## config.mk

```make
export PLATFORM = sky130hd
export DESIGN_NAME = vex_memory_operand_address
export DESIGN_NICKNAME = d
export VERILOG_FILES = /design/src/vmoa_pkg.sv /design/src/vmoa_decode.sv /design/src/vmoa_regfile.sv /design/src/vex_memory_operand_address.sv
export SDC_FILE = /design/constraint.sdc
export NUM_CORES = 2
export LEC_CHECK = 0
export BUFFER_PORTS_ARGS = -buffer_cell sky130_fd_sc_hd__buf_2
export CAP_MARGIN = 20
export CORE_MARGIN = 8
export CORE_UTILIZATION = 40
export CTS_CLUSTER_DIAMETER = 50
export CTS_CLUSTER_SIZE = 10
export DETAILED_ROUTE_END_ITERATION = 7
export HOLD_SLACK_MARGIN = 0.02
export SLEW_MARGIN = 20
export SYNTH_ARGS = -nofsm -noshare
export SYNTH_HDL_FRONTEND = slang
export SYNTH_HIERARCHICAL = 1
export SYNTH_SLANG_ARGS = --single-unit
```

## constraint.sdc

```tcl
create_clock -name clk -period 8 [get_ports clk]
set_input_delay 0.4 -clock clk [delete_from_list [all_inputs] [get_ports clk]]
set_output_delay 0.4 -clock clk [all_outputs]
set_load 0.05 [all_outputs]
```

## src/vmoa_pkg.sv

```systemverilog
// Shared types and constants for the VEX memory operand address resolver.
package vmoa_pkg;

  localparam int NUM_REGS  = 16;
  localparam int REG_SEL_W = $clog2(NUM_REGS);

  localparam logic       OP_WRITE   = 1'b0;
  localparam logic       OP_RESOLVE = 1'b1;

  localparam logic [1:0] MOD_NO_DISP = 2'd0;
  localparam logic [1:0] MOD_DISP8   = 2'd1;
  localparam logic [1:0] MOD_DISP32  = 2'd2;

  localparam logic [2:0] RM_SIB      = 3'd4;
  localparam logic [2:0] RM_DISP32   = 3'd5;
  localparam logic [2:0] SIB_NO_IDX  = 3'd4;
  localparam logic [2:0] SIB_NO_BASE = 3'd5;

  localparam logic [4:0] MAP_0F      = 5'd1;
  localparam logic [4:0] MAP_0F3A    = 5'd3;
  localparam logic [7:0] OPC_MOV_IMM = 8'hC6;

  // Decoded addressing form of one instruction.
  typedef struct packed {
    logic                 rip_rel;
    logic                 use_base;
    logic                 use_index;
    logic [REG_SEL_W-1:0] base_sel;
    logic [REG_SEL_W-1:0] index_sel;
    logic [1:0]           scale;
    logic signed [31:0]   disp;
    logic [3:0]           length;
  } dec_t;

endpackage

```

## src/vmoa_decode.sv

```systemverilog
// ModRM, SIB, displacement and length decoder.
module vmoa_decode import vmoa_pkg::*; (
  input  logic [1:0]  prefix_len,
  input  logic        vex_b,
  input  logic        vex_x,
  input  logic [4:0]  vex_map,
  input  logic [7:0]  opcode,
  input  logic [7:0]  modrm,
  input  logic [39:0] tail_bytes,
  output dec_t        dec
);

  logic [1:0]  mod_f;
  logic [2:0]  rm;
  logic [7:0]  sib;
  logic        has_sib;
  logic        no_base;
  logic [2:0]  pos;
  logic        has_imm;
  logic [31:0] disp_at0;
  logic [31:0] disp_at1;
  logic [7:0]  d8;

  always_comb begin
    mod_f    = modrm[7:6];
    rm       = modrm[2:0];
    sib      = tail_bytes[7:0];
    has_sib  = (rm == RM_SIB);
    disp_at0 = tail_bytes[31:0];
    disp_at1 = tail_bytes[39:8];
    d8       = has_sib ? tail_bytes[15:8] : tail_bytes[7:0];

    dec.rip_rel   = 1'b0;
    dec.use_base  = 1'b1;
    dec.use_index = 1'b0;
    dec.base_sel  = {~vex_b, rm};
    dec.index_sel = {~vex_x, sib[5:3]};
    dec.scale     = 2'd0;
    dec.disp      = '0;
    pos           = 3'd0;
    no_base       = 1'b0;

    if (has_sib) begin
      pos           = 3'd1;
      dec.scale     = sib[7:6];
      dec.use_index = (sib[5:3] != SIB_NO_IDX);
      dec.base_sel  = {~vex_b, sib[2:0]};
      if (sib[2:0] == SIB_NO_BASE && mod_f == MOD_NO_DISP) begin
        // SIB with no base register takes a disp32 instead.
        no_base      = 1'b1;
        dec.use_base = 1'b0;
        dec.disp     = disp_at1;
        pos          = 3'd5;
      end
    end else if (mod_f == MOD_NO_DISP && rm == RM_DISP32) begin
      dec.rip_rel  = 1'b1;
      dec.use_base = 1'b0;
      dec.disp     = disp_at0;
      pos          = 3'd4;
    end

    // Only mod 0 forms carry the disp32 above, so these never add to it.
    case (mod_f)
      MOD_DISP8: begin
        dec.disp = 32'(signed'(d8));
        pos      = pos + 3'd1;
      end
      MOD_DISP32: begin
        dec.disp = has_sib ? disp_at1 : disp_at0;
        pos      = pos + 3'd4;
      end
      default: begin
        dec.disp = dec.disp;
      end
    endcase

    has_imm    = (vex_map == MAP_0F3A) || (vex_map == MAP_0F && opcode == OPC_MOV_IMM);
    dec.length = 4'(prefix_len) + 4'd2 + 4'(pos) + 4'(has_imm);
    if (no_base) begin
      dec.length = dec.length;
    end
  end

endmodule

```

## src/vmoa_regfile.sv

```systemverilog
// General register file with two registered read ports and reset-cleared valid bits.
module vmoa_regfile import vmoa_pkg::*; #(
  parameter int DATA_WIDTH = 64
) (
  input  logic                  clk,
  input  logic                  rst,
  input  logic                  wr_en,
  input  logic [REG_SEL_W-1:0]  wr_sel,
  input  logic [DATA_WIDTH-1:0] wr_data,
  input  logic                  rd_en,
  input  logic [REG_SEL_W-1:0]  rd_sel_a,
  input  logic [REG_SEL_W-1:0]  rd_sel_b,
  output logic [DATA_WIDTH-1:0] rd_data_a,
  output logic [DATA_WIDTH-1:0] rd_data_b
);

  logic [DATA_WIDTH-1:0] mem [NUM_REGS];
  logic [NUM_REGS-1:0]   vld;

  // An entry not written since reset reads as zero.
  always_ff @(posedge clk) begin
    if (rst) begin
      vld <= '0;
    end else if (wr_en) begin
      vld[wr_sel] <= 1'b1;
    end
  end

  always_ff @(posedge clk) begin
    if (wr_en) begin
      mem[wr_sel] <= wr_data;
    end
  end

  always_ff @(posedge clk) begin
    if (rd_en) begin
      rd_data_a <= vld[rd_sel_a] ? mem[rd_sel_a] : '0;
      rd_data_b <= vld[rd_sel_b] ? mem[rd_sel_b] : '0;
    end
  end

endmodule

```

## src/vex_memory_operand_address.sv

```systemverilog
// Top level of the VEX memory operand address resolver.
// Each input word either loads one of 16 general registers (op 0, no result) or resolves the
// memory operand of a VEX instruction (op 1, one result: effective address and length).
// A word can be accepted every clock while in_ready is high. For a resolve word, decode and
// the register file read are registered when the word is accepted, and the three-input
// address add is then registered in the result register. Back-pressure on the result only
// holds the input off once both the decode stage and the result register are full.
// A register write takes effect for every resolve word accepted after it. Registers read as
// zero after reset. Addresses wrap modulo 2^ADDR_WIDTH.
module vex_memory_operand_address import vmoa_pkg::*; #(
  parameter int ADDR_WIDTH = 64
) (
  input  logic                  clk,
  input  logic                  rst,
  input  logic                  in_valid,
  output logic                  in_ready,
  input  logic                  op,
  input  logic [3:0]            reg_select,
  input  logic [63:0]           reg_value,
  input  logic [63:0]           instr_addr,
  input  logic [1:0]            prefix_len,
  input  logic                  vex_b,
  input  logic                  vex_x,
  input  logic [4:0]            vex_map,
  input  logic [7:0]            opcode,
  input  logic [7:0]            modrm,
  input  logic [39:0]           tail_bytes,
  output logic                  out_valid,
  input  logic                  out_ready,
  output logic [ADDR_WIDTH-1:0] eff_addr,
  output logic [3:0]            instr_length
);

  dec_t                  dec;
  dec_t                  s1_dec;
  logic                  s1_valid;
  logic [ADDR_WIDTH-1:0] s1_ip;
  logic [ADDR_WIDTH-1:0] base_rd;
  logic [ADDR_WIDTH-1:0] index_rd;
  logic                  in_fire;
  logic                  out_load;
  logic                  resolve_fire;
  logic [ADDR_WIDTH-1:0] opa;
  logic [ADDR_WIDTH-1:0] opb;
  logic [ADDR_WIDTH-1:0] addr_next;

  assign out_load     = !out_valid || out_ready;
  assign in_ready     = !s1_valid || out_load;
  assign in_fire      = in_valid && in_ready;
  assign resolve_fire = in_fire && (op == OP_RESOLVE);

  vmoa_decode u_decode (
    .prefix_len (prefix_len),
    .vex_b      (vex_b),
    .vex_x      (vex_x),
    .vex_map    (vex_map),
    .opcode     (opcode),
    .modrm      (modrm),
    .tail_bytes (tail_bytes),
    .dec        (dec)
  );

  vmoa_regfile #(
    .DATA_WIDTH (ADDR_WIDTH)
  ) u_regfile (
    .clk       (clk),
    .rst       (rst),
    .wr_en     (in_fire && (op == OP_WRITE)),
    .wr_sel    (reg_select),
    .wr_data   (reg_value[ADDR_WIDTH-1:0]),
    .rd_en     (resolve_fire),
    .rd_sel_a  (dec.base_sel),
    .rd_sel_b  (dec.index_sel),
    .rd_data_a (base_rd),
    .rd_data_b (index_rd)
  );

  // Decode stage, held alongside the registered read data.
  always_ff @(posedge clk) begin
    if (rst) begin
      s1_valid <= 1'b0;
    end else if (in_ready) begin
      s1_valid <= resolve_fire;
    end
  end

  always_ff @(posedge clk) begin
    if (resolve_fire) begin
      s1_dec <= dec;
      s1_ip  <= instr_addr[ADDR_WIDTH-1:0];
    end
  end

  // RIP-relative forms add the instruction length in place of the scaled index.
  always_comb begin
    if (s1_dec.rip_rel) begin
      opa = s1_ip;
      opb = ADDR_WIDTH'(s1_dec.length);
    end else begin
      opa = s1_dec.use_base ? base_rd : '0;
      opb = s1_dec.use_index ? (index_rd << s1_dec.scale) : '0;
    end
    addr_next = opa + opb + ADDR_WIDTH'(s1_dec.disp);
  end

  always_ff @(posedge clk) begin
    if (rst) begin
      out_valid <= 1'b0;
    end else if (out_load) begin
      out_valid <= s1_valid;
    end
  end

  always_ff @(posedge clk) begin
    if (out_load && s1_valid) begin
      eff_addr     <= addr_next;
      instr_length <= s1_dec.length;
    end
  end

endmodule
```

# [Yosys cells after proc, flatten, opt, wreduce, memory -nomap -nowiden]
# Memory sizes are Yosys's and may differ from the RTL's. A register that Yosys moved wholly into a read port is not among the register bits.
# Index checks and enable logic that the tools add are counted.
[totals] ff_bits=191 ram_bits=1024 inputBits=202 output_inout_bits=70 n_memories=1
[classes] add_sub_neg=7 n_lt_le_gt_ge=4 n_eq_ne=9 n_shift=1 muxes=26 bitwise_logic=4 reduce_logical=16
[mem_list] memory="u_regfile.mem" depth=16 word_bits=64 rd=2 rd_clocked_by_memory_dff=2 write_ports=1 line="vmoa_regfile.sv:17" source="logic [DATA_WIDTH-1:0] mem [NUM_REGS];"
[op_table] op="64-bit 2-to-1 mux" count=4
[op_table] op="64-bit adder" count=2
[op_table] op="32-bit 2-to-1 mux" count=4
[op_table] op="32-bit one-hot mux with 2 select lines" count=1
[op_table] op="64-bit by 2-bit left shift with 64-bit output" count=1
[op_table] op="16-bit OR" count=1
[op_table] op="4-bit by 5-bit < comparator with 1-bit output (second input constant)" count=3
[op_table] op="3-bit 2-to-1 mux" count=4
[op_table] op="3-bit equality test (second input constant)" count=3
[op_table] op="1-bit binary-select mux with 4-bit select" count=2
[op_table] op="8-bit equality test (second input constant)" count=1
[op_table] op="1-bit logical AND" count=8
[op_table] op="8-bit 2-to-1 mux" count=1
[op_table] op="1-bit 2-to-1 mux" count=7
[op_table] op="3-bit one-hot mux with 2 select lines" count=1
[op_table] op="5-bit by 1-bit equality test with 1-bit output (second input constant)" count=1
[op_table] op="5-bit by 2-bit equality test with 1-bit output (second input constant)" count=1
[op_table] op="4-bit by 1-bit adder with 4-bit output" count=1
[op_table] op="4-bit by 3-bit adder with 4-bit output" count=1
[op_table] op="1-bit demux with 4-bit select" count=1
[op_table] op="4-bit by 1-bit greater-or-equal comparator with 1-bit output (second input constant)" count=1
[op_table] op="1-bit logical NOT" count=4
[op_table] op="2-bit by 2-bit adder with 3-bit output (second input constant)" count=1
[op_table] op="3-bit by 1-bit adder with 3-bit output (second input constant)" count=1
[op_table] op="8 further kinds" count=12

# [Depth between registers and ports, before layout]
[logic_depth] word_depth=8 depth_mapped=18 depth_no_buf=15

# [Modules after synthesis]
# The synthesis kept the hierarchy.
[by_module_without_submodules] mod="vmoa_regfile" n_inst=1 cells_per_inst=2327 area_each_um2=50389.6 seq_area_each_um2=34913.5
[by_module_without_submodules] mod="vex_memory_operand_address" n_inst=1 cells_per_inst=1157 area_each_um2=12782.3 seq_area_each_um2=5235.0
[by_module_without_submodules] mod="vmoa_decode" n_inst=1 cells_per_inst=191 area_each_um2=1373.8 seq_area_each_um2=0.0

# [Least setup slack after synthesis]
# OpenSTA, ideal clock, no wires.
[synth_timing] path_kind="reg-to-reg" start="reg out_valid" end="mem u_regfile.mem[0][0] (enable)" setup_time_ns=0.568 t_arrival_ns=6.262 slack_ns=1.170 stages_incl_launch_ff=7 n_path_buf=0 period_less_slack_ns=6.830 cell_sequence="dfxtp_1 > nor2b_1 > nand2_1 > nand2_1 > nor2_1 > or3b_2 > nor3_1"
[synth_via] elab_chain_len=7
[synth_rtl] element="from (decl)" line="vex_memory_operand_address.sv:28" source="output logic out_valid,"
[synth_rtl] element="from (signal assigned)" line="vex_memory_operand_address.sv:110" source="out_valid <= s1_valid;"
[synth_rtl] element="1-bit logical NOT" line="vex_memory_operand_address.sv:47" source="assign out_load = !out_valid || out_ready;"
[synth_rtl] element="1-bit logical OR" line="vex_memory_operand_address.sv:47"
[synth_rtl] element="1-bit logical OR" line="vex_memory_operand_address.sv:48" source="assign in_ready = !s1_valid || out_load;"
[synth_rtl] element="via in_ready" line="vex_memory_operand_address.sv:16" source="output logic in_ready,"
[synth_rtl] element="1-bit logical AND" line="vex_memory_operand_address.sv:49" source="assign in_fire = in_valid && in_ready;"
[synth_rtl] element="1-bit logical AND" line="vex_memory_operand_address.sv:68" source=".wr_en (in_fire && (op == OP_WRITE)),"
[synth_rtl] element="1-bit 2-to-1 mux" line="vmoa_regfile.sv:30" source="if (wr_en) begin"
[synth_rtl] element="1-bit 2-to-1 mux (implied by the code)" line="vmoa_regfile.sv:31" source="mem[wr_sel] <= wr_data;"
[synth_rtl] element="to (decl)" line="vmoa_regfile.sv:17"
# The timed path passes the listed nets, and every way through them passes these cells.

# [Worst setup path after layout]
[layout_timing] start="reg s1_dec[48] in the netlist's numbering" end="reg eff_addr[63] (data pin)"
[layout_via] elab_chain_len=3 word_cells_on_any_way=4 classes_between="2 x add/sub; 2 x mux"
[layout_rtl] element="from (decl)" line="vex_memory_operand_address.sv:35" source="dec_t s1_dec;"
[layout_rtl] element="from (signal assigned)" line="vex_memory_operand_address.sv:89" source="s1_dec <= dec;"
[layout_rtl] element="64-bit 2-to-1 mux" line="vex_memory_operand_address.sv:96" source="if (s1_dec.rip_rel) begin"
[layout_rtl] element="64-bit adder * (2 in series)" line="vex_memory_operand_address.sv:103" source="addr_next = opa + opb + ADDR_WIDTH'(s1_dec.disp);"
[layout_rtl] element="via addr_next[63]" line="vex_memory_operand_address.sv:45" source="logic [ADDR_WIDTH-1:0] addr_next;"
[layout_rtl] element="to (signal assigned)" line="vex_memory_operand_address.sv:116" source="eff_addr <= addr_next;"
[layout_rtl] element="to (decl)" line="vex_memory_operand_address.sv:30" source="output logic [ADDR_WIDTH-1:0] eff_addr,"
# The timed path passes the listed nets; every way through them passes the cells marked *.
# A chain may end at the register's enable or synchronous reset.

==> metrics.cfg <==
[critical_path]
criticalPathCategory = flip-flop to flip-flop
cp_max_fo = 16
crit_path_end_kind = flip-flop
regToRegSetupSlack_ns = 2.34
cp_data_required_time_ns = 8.53
cp_data_arrival_time_ns = 6.19
cp-start-kind = flip-flop

[timing]
period_share_pct = 70.76
slew_headroom_pct = 17.34
fin_skew_ns = 0.02152
rsz0062_at_grt = false
tns_ns = 0
min_period_ns = 5.661
setup_violations = 0
finalHoldViolCount = 0
worst_slack_ns = 2.339
worst_pin_slew_ns = 1.237
fmax_mhz = 176.7
maxSlewViolCount = 0

[clock_network]
clk_pin_slew_ns = 0.05
tritoncts = built
cts_setup_buffers = 0
clk_latency_ns = 0.79
root_buffer = clkbuf_16
htreeDepth = 4
clockBufferDepth = 3
cts_num_sinks = 1343
cts_made_buffers = 162

[routing]
drc_errors = 0
wl_per_cell_microns = 30.55
via_count = 38400
routed_wirelength_microns = 192000
drt_pass1_iterations = 7
route.antenna.remaining_nets = 0
viasPerCell = 6.110
drtIter0Drc = 4389

[global_route]
grt_pass1_wl_microns = 275900
grt_pass1_vias = 39590
grtUsageMet2_pct = 35.28
busiest_layer = met2
grt_antenna_before_repair = 25
grt_max_degree = 134
met1_usage_pct = 29.41
grt-ovfl-total = 0
track_usage_pct = 21.56
grtUsageMet3_pct = 4.332

[floorplan]
die_w_microns = 417.7
start_util_pct = 40.24
core_sq_um = 160400
dieArea_sq_um = 174500
die-height_microns = 417.7
rows = 147
ios = 272

[layout]
seq_area_sq_um = 40150
nets = 4387
final_common_cell = edfxtp_1
area_growth_pct = 15.06
post-route-util_pct = 46.31
fillers = 13670
drive_gt1_share_pct = 29.23
multi_input_area_sq_um = 22700
most-common-layout-cells = 1325 x edfxtp_1, 520 x mux4_2, 371 x a22oi_1
stdcell_area_sq_um = 74270

[power_and_ir_drop]
peakVddDrop_mv = 0.2164
p_leak_uw = 0.02471
p_total_uw = 16320
power_density_nw_per_um2 = 219.7

[logic_synthesis]
syn-cell-area_sq_um = 64550
ys_ff_latch = 1343
synth_ff_type = edfxtp_1
synth-edff-count = 1325
synth_cells = 3675
synth_top_cell_by_area = edfxtp_1
syn-num-nets = 4012
yosysWarnings = 6
synthDominantCellAreaShare_pct = 61.64
postSynthAreaPerCell_sq_um = 17.56
yosysSeqAreaShare_pct = 62.20
synth.area.top_cells = edfxtp_1 62%, mux4_2 18%, a22oi_1 4.3%
ys_types = 85
async_flop_share_pct = 0

[placed_design]
io_buffers = 268
place.gp.congestion = 0.8724
dp_hpwl_microns = 116400
placed_cell_area_sq_um = 68170
place_ws_ns = 2.384

[status]
status = finished, final reports clean

[worst_hold_path]
worst_hold_path_type = primary input to flip-flop

[run]
cap_violations = 0

power by group:
| part | switching (uW) | internal, uW |
|---|---|---|
| logic | 1030 | 687 |
| registers | 72.6 | 7910 |
| clock network | 2790 | 3840 |
area by class of cell:
class / instances / area share (%)
antenna: 9 / 0.03033
clock buffer: 194 / 5.662
clock inverter: 36 / 0.6301
inverter: 160 / 0.8188
multi-input combinational: 1900 / 30.56
sequential: 1343 / 54.06
tap: 2160 / 3.639
timing repair buffer: 483 / 4.596
what timing repair did:
item,CTS,global route
hold buffers,140,0
hold endpoints to repair,1113,0
resized for setup,0,0
cell families after synthesis:
group	after synthesis	synth area share, %
multiplexers	617	19.81
buffers and inverters	432	2.939
AND/OR/NAND/NOR	272	2.101
AO/OA/AOI/OAI	815	8.741
flip-flops	1343	62.20
XOR/XNOR	61	0.8277
adder cells (fa/ha/maj)	135	3.385
Yosys cell counts (all sizes together) (5+ instances only):
cell type and count:
mux4 520, xnor2 38, o21ai 36, nand2b 8, o21a 8, dfxtp 18, clkbuf 155, edfxtp 1325
a31oi 12, a21o 55, mux2 81, ha 69, xor2 23, o21bai 14, inv 160, nor3b 5
o31ai 6, mux2i 16, and2 10, a22oi 371, nor4 5, nand3 19, nand2 72, buf 117
o22ai 11, and3 7, a221oi 29, fa 66, a21oi 223, a22o 14, nor2 88, a311oi 5
nor2b 11, nand4 20, nor3 8
registers in the layout, summed over array words and instances (netlist names):
register / cells
u_regfile/rd_data_a: 64
u_regfile/rd_data_b: 64
u_regfile/vld: 16
eff_addr: 64
out_valid: 1
u_regfile/mem: 1024
s1_dec: 41
s1_ip: 64
s1_valid: 1
instr_length: 4
final timing paths:
kind                                       from                       endpoint  depth (start not counted)
setup / recovery           s1_dec[48]$_DFFE_PP_         eff_addr[63]$_DFFE_PP_                         15
hold / removal                   tail_bytes[35]           s1_dec[31]$_DFFE_PP_                          3
setup reg to reg           s1_dec[48]$_DFFE_PP_         eff_addr[63]$_DFFE_PP_                         15
hold reg to reg   u_regfile/vld[7]$_SDFFE_PP0P_  u_regfile/vld[7]$_SDFFE_PP0P_                          2
worst max-delay path, cell delays in order (launching register included):
cell and delay, ns:
edfxtp_1 0.63, buf_4 0.31, or3b_2 0.59, o21ai_0 0.43
fa_1 0.50, ha_1 0.25, fa_1 0.40, a21o_1 0.21
a221oi_1 0.43, or3_4 0.28, a31oi_4 0.12, o21ai_2 0.36
a31oi_4 0.18, a32oi_1 0.40, mux2i_1 0.23, nand2_1 0.07
stage by stage:
stage               hold slack [ns]  cells
floorplan                    0.4260   3675
global placement             0.4635   5905
detailed placement           0.4855   5906
CTS                         0.02112   6276
global route                0.05105   6277
finish                      0.08765   6285
routing by layer:
layer	up-vias	wire length, microns
met5	-	61
met4	10	4982
met3	325	16770
met2	1887	92140
met1	20150	78060
li1	16030	-
Power figures use the tool's default switching activity.
